## config.mk

```make
export PLATFORM = sky130hd
export DESIGN_NAME = lru_key_value_cache_core
export DESIGN_NICKNAME = d
export VERILOG_FILES = /design/src/sv/lkvc_pkg.sv /design/src/sv/lkvc_req_stage.sv /design/src/sv/lkvc_engine.sv /design/src/sv/lru_key_value_cache_core.sv
export SDC_FILE = /design/constraint.sdc
export NUM_CORES = 2
export LEC_CHECK = 0
export ABC_AREA = 1
export BUFFER_PORTS_ARGS = -buffer_cell sky130_fd_sc_hd__buf_2
export CAP_MARGIN = 20
export CORE_UTILIZATION = 30
export CTS_BUF_LIST = sky130_fd_sc_hd__clkbuf_8
export DETAILED_ROUTE_END_ITERATION = 7
export SYNTH_ARGS = -nofsm -noshare
export SYNTH_HDL_FRONTEND = slang
export SYNTH_HIERARCHICAL = 1
export SYNTH_SLANG_ARGS = --single-unit
export TNS_END_PERCENT = 30
```

## constraint.sdc

```tcl
create_clock -name clk -period 8.2 [get_ports clk]
set_clock_uncertainty 0.1 [all_clocks]
set_input_delay 0.82 -clock clk [delete_from_list [all_inputs] [get_ports clk]]
set_output_delay 0.82 -clock clk [all_outputs]
set_load 0.005 [all_outputs]
```

## src/sv/lkvc_pkg.sv

```systemverilog
// Shared types and constants for the LRU key-value cache.
// No dependencies; imported by every module of the block.
`default_nettype none

package lkvc_pkg;

    localparam int DATA_W = 32;
    localparam int CAP_W  = 5;

    localparam logic [CAP_W-1:0]  CAP_RESET  = 5'd16;
    localparam logic [DATA_W-1:0] MISS_VALUE = 32'hFFFF_FFFF;
    localparam logic [DATA_W-1:0] PUT_VALUE  = 32'h0000_0000;

    localparam logic REQ_GET = 1'b0;
    localparam logic REQ_PUT = 1'b1;

    typedef struct packed {
        logic                     req_type;
        logic signed [DATA_W-1:0] key;
        logic signed [DATA_W-1:0] value;
    } lkvc_req_t;

    typedef struct packed {
        logic                     hit;
        logic signed [DATA_W-1:0] read_value;
    } lkvc_rsp_t;

endpackage

`default_nettype wire

```

## src/sv/lkvc_req_stage.sv

```systemverilog
// Input register for cache requests.
// Depends on lkvc_pkg; feeds lkvc_engine.
`default_nettype none

module lkvc_req_stage (
    input  wire logic               clk,
    input  wire logic               rst_n,
    input  wire logic               in_valid,
    output logic                    in_ready,
    input  wire lkvc_pkg::lkvc_req_t in_req,
    output logic                    req_valid,
    output lkvc_pkg::lkvc_req_t     req,
    input  wire logic               take
);
    import lkvc_pkg::*;

    logic      valid_reg;
    lkvc_req_t req_reg;

    assign in_ready  = !valid_reg || take;
    assign req_valid = valid_reg;
    assign req       = req_reg;

    always_ff @(posedge clk or negedge rst_n)
    begin
        if (!rst_n)
        begin
            valid_reg <= 1'b0;
        end
        else if (in_ready)
        begin
            valid_reg <= in_valid;
        end
    end

    always_ff @(posedge clk)
    begin
        if (in_valid && in_ready)
        begin
            req_reg <= in_req;
        end
    end

endmodule

`default_nettype wire

```

## src/sv/lkvc_engine.sv

```systemverilog
// Entry store, parallel key match, LRU rank update and result register.
// Depends on lkvc_pkg; driven by lkvc_req_stage.
`default_nettype none

module lkvc_engine #(
    parameter int ENTRIES = 16
) (
    input  wire logic                        clk,
    input  wire logic                        rst_n,
    input  wire logic [lkvc_pkg::CAP_W-1:0]  cap,
    input  wire logic                        req_valid,
    input  wire lkvc_pkg::lkvc_req_t         req,
    output logic                             take,
    output logic                             out_valid,
    input  wire logic                        out_ready,
    output lkvc_pkg::lkvc_rsp_t              out_rsp
);
    import lkvc_pkg::*;

    localparam int RW = (ENTRIES > 1) ? $clog2(ENTRIES) : 1;
    localparam int CW = $clog2(ENTRIES + 1);
    localparam int XW = (CW > CAP_W) ? CW : CAP_W;

    logic              valid_reg [ENTRIES];
    logic [DATA_W-1:0] key_reg   [ENTRIES];
    logic [DATA_W-1:0] val_reg   [ENTRIES];
    logic [RW-1:0]     rank_reg  [ENTRIES];
    logic [CW-1:0]     count_reg;
    logic              out_valid_reg;
    lkvc_rsp_t         rsp_reg;
    lkvc_rsp_t         rsp_next;

    logic [ENTRIES-1:0] match;
    logic [ENTRIES-1:0] lru;
    logic [ENTRIES-1:0] free;
    logic [ENTRIES-1:0] tgt;
    logic [DATA_W-1:0]  rd;
    logic [CW-1:0]      r_sel;
    logic [CW-1:0]      r_lim;
    logic [XW-1:0]      cap_x;
    logic [XW-1:0]      eff_x;
    logic               hit;
    logic               is_put;
    logic               insert;
    logic               fire;
    logic               upd;

    assign take      = !out_valid_reg || out_ready;
    assign fire      = req_valid && take;
    assign out_valid = out_valid_reg;
    assign out_rsp   = rsp_reg;
    assign is_put    = (req.req_type == REQ_PUT);

    // capacity clamped to 1..ENTRIES
    always_comb
    begin
        cap_x = XW'(cap);
        if (cap == '0)
            eff_x = XW'(1);
        else if (cap_x > XW'(ENTRIES))
            eff_x = XW'(ENTRIES);
        else
            eff_x = cap_x;
    end

    always_comb
    begin
        rd    = '0;
        r_sel = '0;
        for (int i = 0; i < ENTRIES; i++)
        begin
            match[i] = valid_reg[i] && (key_reg[i] == req.key);
            lru[i]   = valid_reg[i] && (CW'(rank_reg[i]) == (count_reg - CW'(1)));
            // valid entries always fill the lowest slots, so the free slot is the count
            free[i]  = (CW'(i) == count_reg);
        end
        hit    = |match;
        insert = is_put && !hit && (XW'(count_reg) < eff_x);
        priority if (hit)
            tgt = match;
        else if (insert)
            tgt = free;
        else
            tgt = lru;
        for (int i = 0; i < ENTRIES; i++)
        begin
            if (match[i])
                rd = rd | val_reg[i];
            if (tgt[i])
                r_sel = r_sel | CW'(rank_reg[i]);
        end
        r_lim = insert ? count_reg : r_sel;
        upd   = fire && (hit || is_put);

        rsp_next.hit = hit;
        priority if (is_put)
            rsp_next.read_value = PUT_VALUE;
        else if (hit)
            rsp_next.read_value = rd;
        else
            rsp_next.read_value = MISS_VALUE;
    end

    always_ff @(posedge clk or negedge rst_n)
    begin
        if (!rst_n)
        begin
            for (int i = 0; i < ENTRIES; i++)
            begin
                valid_reg[i] <= 1'b0;
                rank_reg[i]  <= '0;
            end
            count_reg     <= '0;
            out_valid_reg <= 1'b0;
        end
        else
        begin
            if (take)
                out_valid_reg <= req_valid;
            if (upd)
            begin
                for (int i = 0; i < ENTRIES; i++)
                begin
                    if (tgt[i])
                        rank_reg[i] <= '0;
                    else if (valid_reg[i] && (CW'(rank_reg[i]) < r_lim))
                        rank_reg[i] <= rank_reg[i] + RW'(1);
                    if (insert && tgt[i])
                        valid_reg[i] <= 1'b1;
                end
                if (insert)
                    count_reg <= count_reg + CW'(1);
            end
        end
    end

    always_ff @(posedge clk)
    begin
        if (fire)
            rsp_reg <= rsp_next;
        if (upd && is_put)
        begin
            for (int i = 0; i < ENTRIES; i++)
            begin
                if (tgt[i])
                begin
                    val_reg[i] <= req.value;
                    if (!hit)
                        key_reg[i] <= req.key;
                end
            end
        end
    end

endmodule

`default_nettype wire

```

## src/sv/lru_key_value_cache_core.sv

```systemverilog
// Fully associative key-value cache with LRU replacement, top level.
// Depends on lkvc_pkg, lkvc_req_stage and lkvc_engine.
//
// Usage:
//   Requests enter on in_valid/in_ready with in_req (get or put, key, value).
//   Each request gives exactly one response on out_valid/out_ready with
//   out_rsp: hit flag and read value (stored value on a get hit, all ones
//   on a get miss, zero for a put).
//   A taken request passes the input register, then the result register.
//   Throughput is one request per cycle while the receiver takes responses:
//   the lookup, rank update and replacement are a single pass of parallel
//   compare logic over all ENTRIES slots, between the input register and
//   the result register. When the receiver stalls, the response is held and
//   one further request is buffered in the input register; in_ready then drops.
//   Reset clears all valid marks, ranks and the entry count, and sets the
//   capacity register to 16. cfg_wr_en writes capacity; the user must assert
//   it only while idle, the block does not enforce this. A value of zero acts
//   as one and values above ENTRIES act as ENTRIES.
`default_nettype none

module lru_key_value_cache_core #(
    parameter int ENTRIES = 16
) (
    input  wire logic                       clk,
    input  wire logic                       rst_n,
    input  wire logic                       in_valid,
    output logic                            in_ready,
    input  wire lkvc_pkg::lkvc_req_t        in_req,
    output logic                            out_valid,
    input  wire logic                       out_ready,
    output lkvc_pkg::lkvc_rsp_t             out_rsp,
    input  wire logic                       cfg_wr_en,
    input  wire logic [lkvc_pkg::CAP_W-1:0] cfg_wr_data
);
    import lkvc_pkg::*;

    logic [CAP_W-1:0] cap_reg;
    logic             req_valid;
    lkvc_req_t        req;
    logic             take;

    always_ff @(posedge clk or negedge rst_n)
    begin
        if (!rst_n)
            cap_reg <= CAP_RESET;
        else if (cfg_wr_en)
            cap_reg <= cfg_wr_data;
    end

    lkvc_req_stage u_req_stage (
        .clk       (clk),
        .rst_n     (rst_n),
        .in_valid  (in_valid),
        .in_ready  (in_ready),
        .in_req    (in_req),
        .req_valid (req_valid),
        .req       (req),
        .take      (take)
    );

    lkvc_engine #(
        .ENTRIES (ENTRIES)
    ) u_engine (
        .clk       (clk),
        .rst_n     (rst_n),
        .cap       (cap_reg),
        .req_valid (req_valid),
        .req       (req),
        .take      (take),
        .out_valid (out_valid),
        .out_ready (out_ready),
        .out_rsp   (out_rsp)
    );

endmodule

`default_nettype wire

```

After elaboration in Yosys (flattened, before gate mapping)
Memory sizes are Yosys's and may differ from the RTL's.
Cells that the tools add are included.
{"block": "totals", "mem_count": 2, "mem_bits_rw": 1024, "wordCells": 451, "inputBits": 75, "output_inout_bits": 35, "reg_bits": 190}
{"block": "op_classes", "reduce_logical": 128, "n_lt_le_gt_ge": 18, "n_eq_ne": 47, "muxes": 167, "n_bitwise": 30, "addsub": 18}
{"name": "u_engine.key_reg", "depth": 16, "word_bits": 32, "read_ports": 16, "rd_clocked_by_memory_dff": 0, "wr": 16, "line_no": "lkvc_engine.sv:25", "rtl": "logic [DATA_W-1:0] key_reg [ENTRIES];"}
{"name": "u_engine.val_reg", "depth": 16, "word_bits": 32, "read_ports": 16, "rd_clocked_by_memory_dff": 0, "wr": 16, "line_no": "lkvc_engine.sv:26", "rtl": "logic [DATA_W-1:0] val_reg [ENTRIES];"}
{"operator": "32-bit 2-to-1 mux", "n": 17}
{"operator": "32-bit equality test", "n": 16}
{"operator": "32-bit OR", "n": 15}
{"operator": "4-bit 2-to-1 mux", "n": 33}
{"operator": "1-bit 2-to-1 mux", "n": 97}
{"operator": "5-bit 2-to-1 mux", "n": 18}
{"operator": "4-bit by 5-bit equality test with 1-bit output", "n": 16}
{"operator": "4-bit by 5-bit < comparator with 1-bit output", "n": 16}
{"operator": "1-bit logical AND", "n": 70}
{"operator": "5-bit by 4-bit OR with 5-bit output", "n": 14}
{"operator": "2-bit AND reduction", "n": 33}
{"operator": "4-bit by 1-bit adder with 4-bit output (second input constant)", "n": 16}
{"operator": "4-bit by 5-bit equality test with 1-bit output (first input constant)", "n": 8}
{"operator": "16-bit 2-to-1 mux", "n": 2}
{"operator": "2-bit nonzero test", "n": 16}
{"operator": "3-bit by 5-bit equality test with 1-bit output (first input constant)", "n": 4}
{"operator": "16-bit OR reduction", "n": 1}
{"operator": "2-bit by 5-bit equality test with 1-bit output (first input constant)", "n": 2}
{"operator": "5-bit zero test", "n": 2}
{"operator": "5-bit by 1-bit adder with 5-bit output (second input constant)", "n": 1}
{"operator": "1-bit by 5-bit equality test with 1-bit output (first input constant)", "n": 1}
{"operator": "5-bit greater-than comparator (second input constant)", "n": 1}
{"operator": "5-bit < comparator", "n": 1}
{"operator": "5-bit by 1-bit subtractor with 5-bit output (second input constant)", "n": 1}
{"operator": "other kinds (3)", "n": 7}

Depth between registers and ports, before layout
An unclocked memory read counts as a cell.
{"block": "logic_depth", "word_depth": 45, "mapped_depth": 31, "depth_no_buf": 29}

By module
Netlist, hierarchy kept.
{"mod": "lkvc_engine", "instances": 1, "cells_each": 4310, "seq_area_each_um2": 33892.5, "area_each_um2": 50719.9}
{"mod": "lkvc_req_stage", "instances": 1, "cells_each": 71, "seq_area_each_um2": 1976.9, "area_each_um2": 1996.9}
{"mod": "lru_key_value_cache_core", "instances": 1, "cells_each": 21, "seq_area_each_um2": 126.4, "area_each_um2": 186.4}

Worst setup path before layout
No wires, ideal clock.
{"block": "synth_timing", "path_type": "register -> register", "startpoint": "register u_engine.count_reg[0]", "endpoint": "memory u_engine.key_reg[5][0], in the netlist u_engine/key_reg[0][160] (enable)", "arrival_time_ps": 4981, "slack_ps": 2658, "period_less_slack_ps": 5542, "setup_ps": 461, "stages_incl_launch_ff": 14, "path_buffers": 4, "required_time_ps": 7639, "cell_sequence": "dfrtp_1 > inv_1 > clkbuf_1 > buf_1 > ha_1 > clkbuf_1 > inv_1 > clkbuf_1 > o22ai_1 > nor3_1 > nand4_1 > nand3_1 > nand2_1 > nor3_1"}
{"element": "start: declaration", "line_no": "lkvc_engine.sv:28", "rtl": "logic [CW-1:0] count_reg;"}
{"element": "start signal: assignment", "line_no": "lkvc_engine.sv:132", "rtl": "count_reg <= count_reg + CW'(1);"}
{"element": "end: declaration", "line_no": "lkvc_engine.sv:25"}

Worst setup path after layout
{"block": "layout_timing", "startpoint": "register u_engine.count_reg[0]", "endpoint": "register u_engine/rank_reg[30] (netlist bit)"}
{"block": "layout_via", "elab_chain_len": 41, "word_cells_on_any_way": 90, "classes_between": "1 x add/sub; 2 x order compare; 31 x eq/ne; 20 x mux; 15 x bitwise; 21 x reduce/logical"}
{"element": "5-bit by 1-bit subtractor with 5-bit output", "line_no": "lkvc_engine.sv:73", "rtl": "lru[i] = valid_reg[i] && (CW'(rank_reg[i]) == (count_reg - CW'(1)));"}
{"element": "4-bit by 5-bit equality test with 1-bit output", "line_no": "lkvc_engine.sv:73"}
{"element": "1-bit logical AND", "line_no": "lkvc_engine.sv:73"}
{"element": "16-bit 2-to-1 mux", "line_no": "lkvc_engine.sv:81", "rtl": "else if (insert)"}
{"element": "16-bit 2-to-1 mux", "line_no": "lkvc_engine.sv:79", "rtl": "priority if (hit)"}
{"element": "4-bit 2-to-1 mux", "line_no": "lkvc_engine.sv:89", "rtl": "if (tgt[i])"}
{"element": "4-bit OR", "line_no": "lkvc_engine.sv:90", "rtl": "r_sel = r_sel | CW'(rank_reg[i]);"}
{"element": "5-bit 2-to-1 mux", "line_no": "lkvc_engine.sv:89"}
{"element": "[... 25 more ...]"}
{"element": "5-bit 2-to-1 mux", "line_no": "lkvc_engine.sv:89"}
{"element": "5-bit by 4-bit OR with 5-bit output", "line_no": "lkvc_engine.sv:90"}
{"element": "5-bit 2-to-1 mux", "line_no": "lkvc_engine.sv:89"}
{"element": "5-bit 2-to-1 mux", "line_no": "lkvc_engine.sv:92", "rtl": "r_lim = insert ? count_reg : r_sel;"}
{"element": "4-bit by 5-bit < comparator with 1-bit output", "line_no": "lkvc_engine.sv:126", "rtl": "else if (valid_reg[i] && (CW'(rank_reg[i]) < r_lim))"}
{"element": "1-bit logical AND", "line_no": "lkvc_engine.sv:126"}
{"element": "2-bit nonzero test (no source line)"}
{"element": "2-bit AND reduction (no source line)"}
{"element": "end signal: indexed assignment", "line_no": "lkvc_engine.sv:127", "rtl": "rank_reg[i] <= rank_reg[i] + RW'(1);"}
{"element": "end: declaration", "line_no": "lkvc_engine.sv:27", "rtl": "logic [RW-1:0] rank_reg [ENTRIES];"}
Several ways; a longest one is shown, not always the timed one.
A chain may end at the register's enable or synchronous reset.

==> implementation parameters <==
Parameter                              Value

Setup path
  Crit path capture type    flop
  Required time worst endpoint    8.92 ns
  Timing startpoint of the critical path    u_engine/count_reg[0]
  RR Startpoint    u_engine/count_reg[0]
  Reg2reg path depth    26
  Critical setup path kind    reg -> reg
  Destination of the worst register-to-register timing path    u_engine/rank_reg[30]
  Largest driver fanout on the critical path    19
  Type of origin of the critical path    flop
  Slack of the worst reg-to-reg path    1.15 ns
  Worst setup path end    u_engine/rank_reg[30]
  Arrival time reported for the critical path endpoint    7.77 ns

Route
  Met2 routed WL    79000 um
  Met3 wire len    12800 um
  1st-iter DRT viols    4089
  Vias per cell    5.01
  Met1 routed wirelength after detailed routing    66900 um
  WL/cell    22.9 um
  Post-Route WL    165000 um
  Number of vias after detailed routing    36000
  Post-route DRC    0
  Number of nets still failing antenna checks after routing    0
  Number of optimization iterations in the first detailed-route pass    6
  Top sig layer    met4

Timing
  Transition time of the tightest slew-check pin    1.15 ns
  Count of endpoints failing setup in the final report    0
  Period utilisation layout    86.0%
  Max_slew headroom    23.0%
  Pins over their slew limit    0
  Final Critical Period    7.05 ns
  Accumulated negative setup slack    0 ns
  Unrepaired setup endpoints after global routing    false
  Count of endpoints failing hold in the final timing report    0
  Maximum frequency from static timing analysis    142 MHz

Run status
  Run status    completed

CTS
  Maximum buffer depth of the clock tree    3
  Clock tree from TritonCTS    done
  # Post-CTS Setup Buffers    0
  Hold buffer count at cts    65
  Number of gates resized after cts    0
  Total clock sinks    1214
  Clock Latency Late Sink    0.92 ns
  Buffer type at the clock tree root    clkbuf_8
  Number of CTS-inserted buffers    187
  Number of H-tree levels    4
  Clock-pin slew on the worst setup and hold paths    0.06 ns

Yosys
  Most numerous cell in the Yosys netlist    edfxtp_1
  Most used flip-flop cell after synthesis    edfxtp_1
  Synth area leader    edfxtp_1
  Number of enable flip-flop cells after synthesis    1122
  Count of cell types in the netlist    50
  Sequential-to-total area share from yosys stat    68.0%
  Cell types with the highest counts after synthesis    edfxtp_1, nand2_1, nor2_1, inv_1, a22o_1
  Share of flip-flops with an asynchronous set or reset    7.58%
  Synth area leaders    edfxtp_1, nand2_1, dfrtp_1
  Share of the synthesized area in the top cell type    63.7%
  Mean instance size in the synthesized netlist    12.0 sq um
  Post-synth net total    4551
  Netlist area before placement    0.0529 sq mm
  Synth Instances    4402
  Number of warnings issued by yosys    6
  Register bit total from synthesis    1214

Die
  Core box area    0.175 sq mm
  Io pins    110
  Number of cell rows    153
  Initial Util    30.3%
  X dimension of the die    422 um
  Die Height    422 um
  Area enclosed by the die boundary    0.178 sq mm

Power
  Fraction of power spent switching nets    36.1%
  Combinational group share of total power    28.5%
  Pleak    0.0225 uW
  Worst-case vdd ir drop    0.201 mV
  Power density over cell area    298 mW/mm^2
  Power after layout    18100 uW
  Clock share of power    26.3%
  Switching component of the power    6540 uW
  Pint    11600 uW
  Proportion of power drawn by flip-flops and latches    45.2%

Cells and area
  Share of post-route cells with drive strength above 1    12.5%
  NumNets Final    4858
  Filler cells    17200
  Area growth from synthesis to final layout    14.8%
  Total area of multi-input combinational cells    0.0150 sq mm
  Post-route cell area    0.0607 sq mm
  Combined flip-flop and latch cell area    0.0360 sq mm
  Final Util    34.8%

Job
  Number of maximum-capacitance constraint violations    0

Global route
  Total congestion overflow after global routing    0
  Antenna violations before repair    4
  Pin count of the biggest net entering global routing    50
  Global-route wire length before repair    239000 um
  All-layer global routing usage    18.1%
  Vias in the first global route    35200

Placement
  Placed instance area    0.0566 sq mm
  Number of port buffers    109
  HPWL Detailed    97800 um
  Gp weighted congestion    0.923

Worst hold path
  Worst hold path class    in -> reg
[placed cells by master (no fill, tap or decap), drive strengths merged, types with 67 or more instances in the layout]
cell,n
ha,74
nand2,961
clkinv,79
nand3,158
xnor2,122
nor2,417
inv,419
edfxtp,1122
clkbuf,188
nor4,67
o21ai,251
dfrtp,91
xor2,76
buf,212
a22o,256
[metal layers]
layer / up-vias / GRT usage, %
met3: 293 / 3.10
met4: 0 / 7.13
met5: - / 0
li1: 16200 / -
met1: 17900 / 23.5
met2: 1606 / 30.1
[worst min-delay path by stage]
stage,from,end,depth (start not counted)
detailed placement,cap_reg[4],cap_reg[4],2
finish,in_req[8],u_req_stage/req[8],1
CTS,in_req[8],u_req_stage/req[8],1
global placement,cap_reg[4],cap_reg[4],2
floorplan,cap_reg[4],cap_reg[4],2
global route,in_req[8],u_req_stage/req[8],1
[logic make-up (layout without fill, tap and decap cells)]
kind of cell             count (synthesis)  in the layout  share of synthesized area, %
flip-flops                            1214           1214                          68.0
AO/OA/AOI/OAI                          686            686                          9.06
other                                    0              3                             0
adder cells (fa/ha/maj)                 74             74                          1.75
XOR/XNOR                               198            198                          3.28
buffers and inverters                  521            977                          4.17
AND/OR/NAND/NOR                       1709           1709                          13.7
[cell type report]
type | instances | area share, %
flip-flops and latches | 1214 | 59.3
multi-input cells | 2667 | 24.7
well taps | 2325 | 4.79
clock buffers | 188 | 4.26
repair buffers | 277 | 3.33
inverters | 362 | 2.24
clock inverters | 150 | 1.38
diodes | 3 | 0.0124
[power groups by stage]
stage | logic [uW] | registers, uW | clock network (uW)
floorplan | 3330 | 8170 | 0
global placement | 4920 | 8280 | 0
detailed placement | 5020 | 8290 | 0
CTS | 5070 | 8170 | 4880
global route | 5650 | 8250 | 5120
finish | 5170 | 8180 | 4770
[critical path, stage by stage, from the launching register on]
cell and delay (ns):
dfrtp_1 0.32, buf_4 0.27, inv_1 0.39, ha_1 1.10, inv_1 0.69, o22ai_1 0.36
nor3_1 0.11, nand3_1 0.10, a21oi_1 0.09, nand3_2 0.18, nand2_2 0.11, inv_1 0.24
o22ai_1 0.14, a21oi_1 0.30, o21ai_0 0.17, nor2_1 0.17, nand4_1 0.10, o21ai_1 0.56
buf_4 0.39, ha_1 0.27, inv_1 0.07, nor3_1 0.08, a211oi_4 0.27, nand3_1 0.13
nand2_1 0.07, nand2_1 0.04, nor2_1 0.10
[stage by stage]
step | hold WS [ns] | worst slack, ns | std cells
floorplan | 0.349 | 2.66 | 4402
global placement | 0.369 | 1.51 | 6776
detailed placement | 0.383 | 1.48 | 6776
CTS | 0.00707 | 1.42 | 7179
global route | 0.0118 | 1.00 | 7185
finish | 0.0779 | 1.15 | 7186
Power figures use the tool's default switching activity.
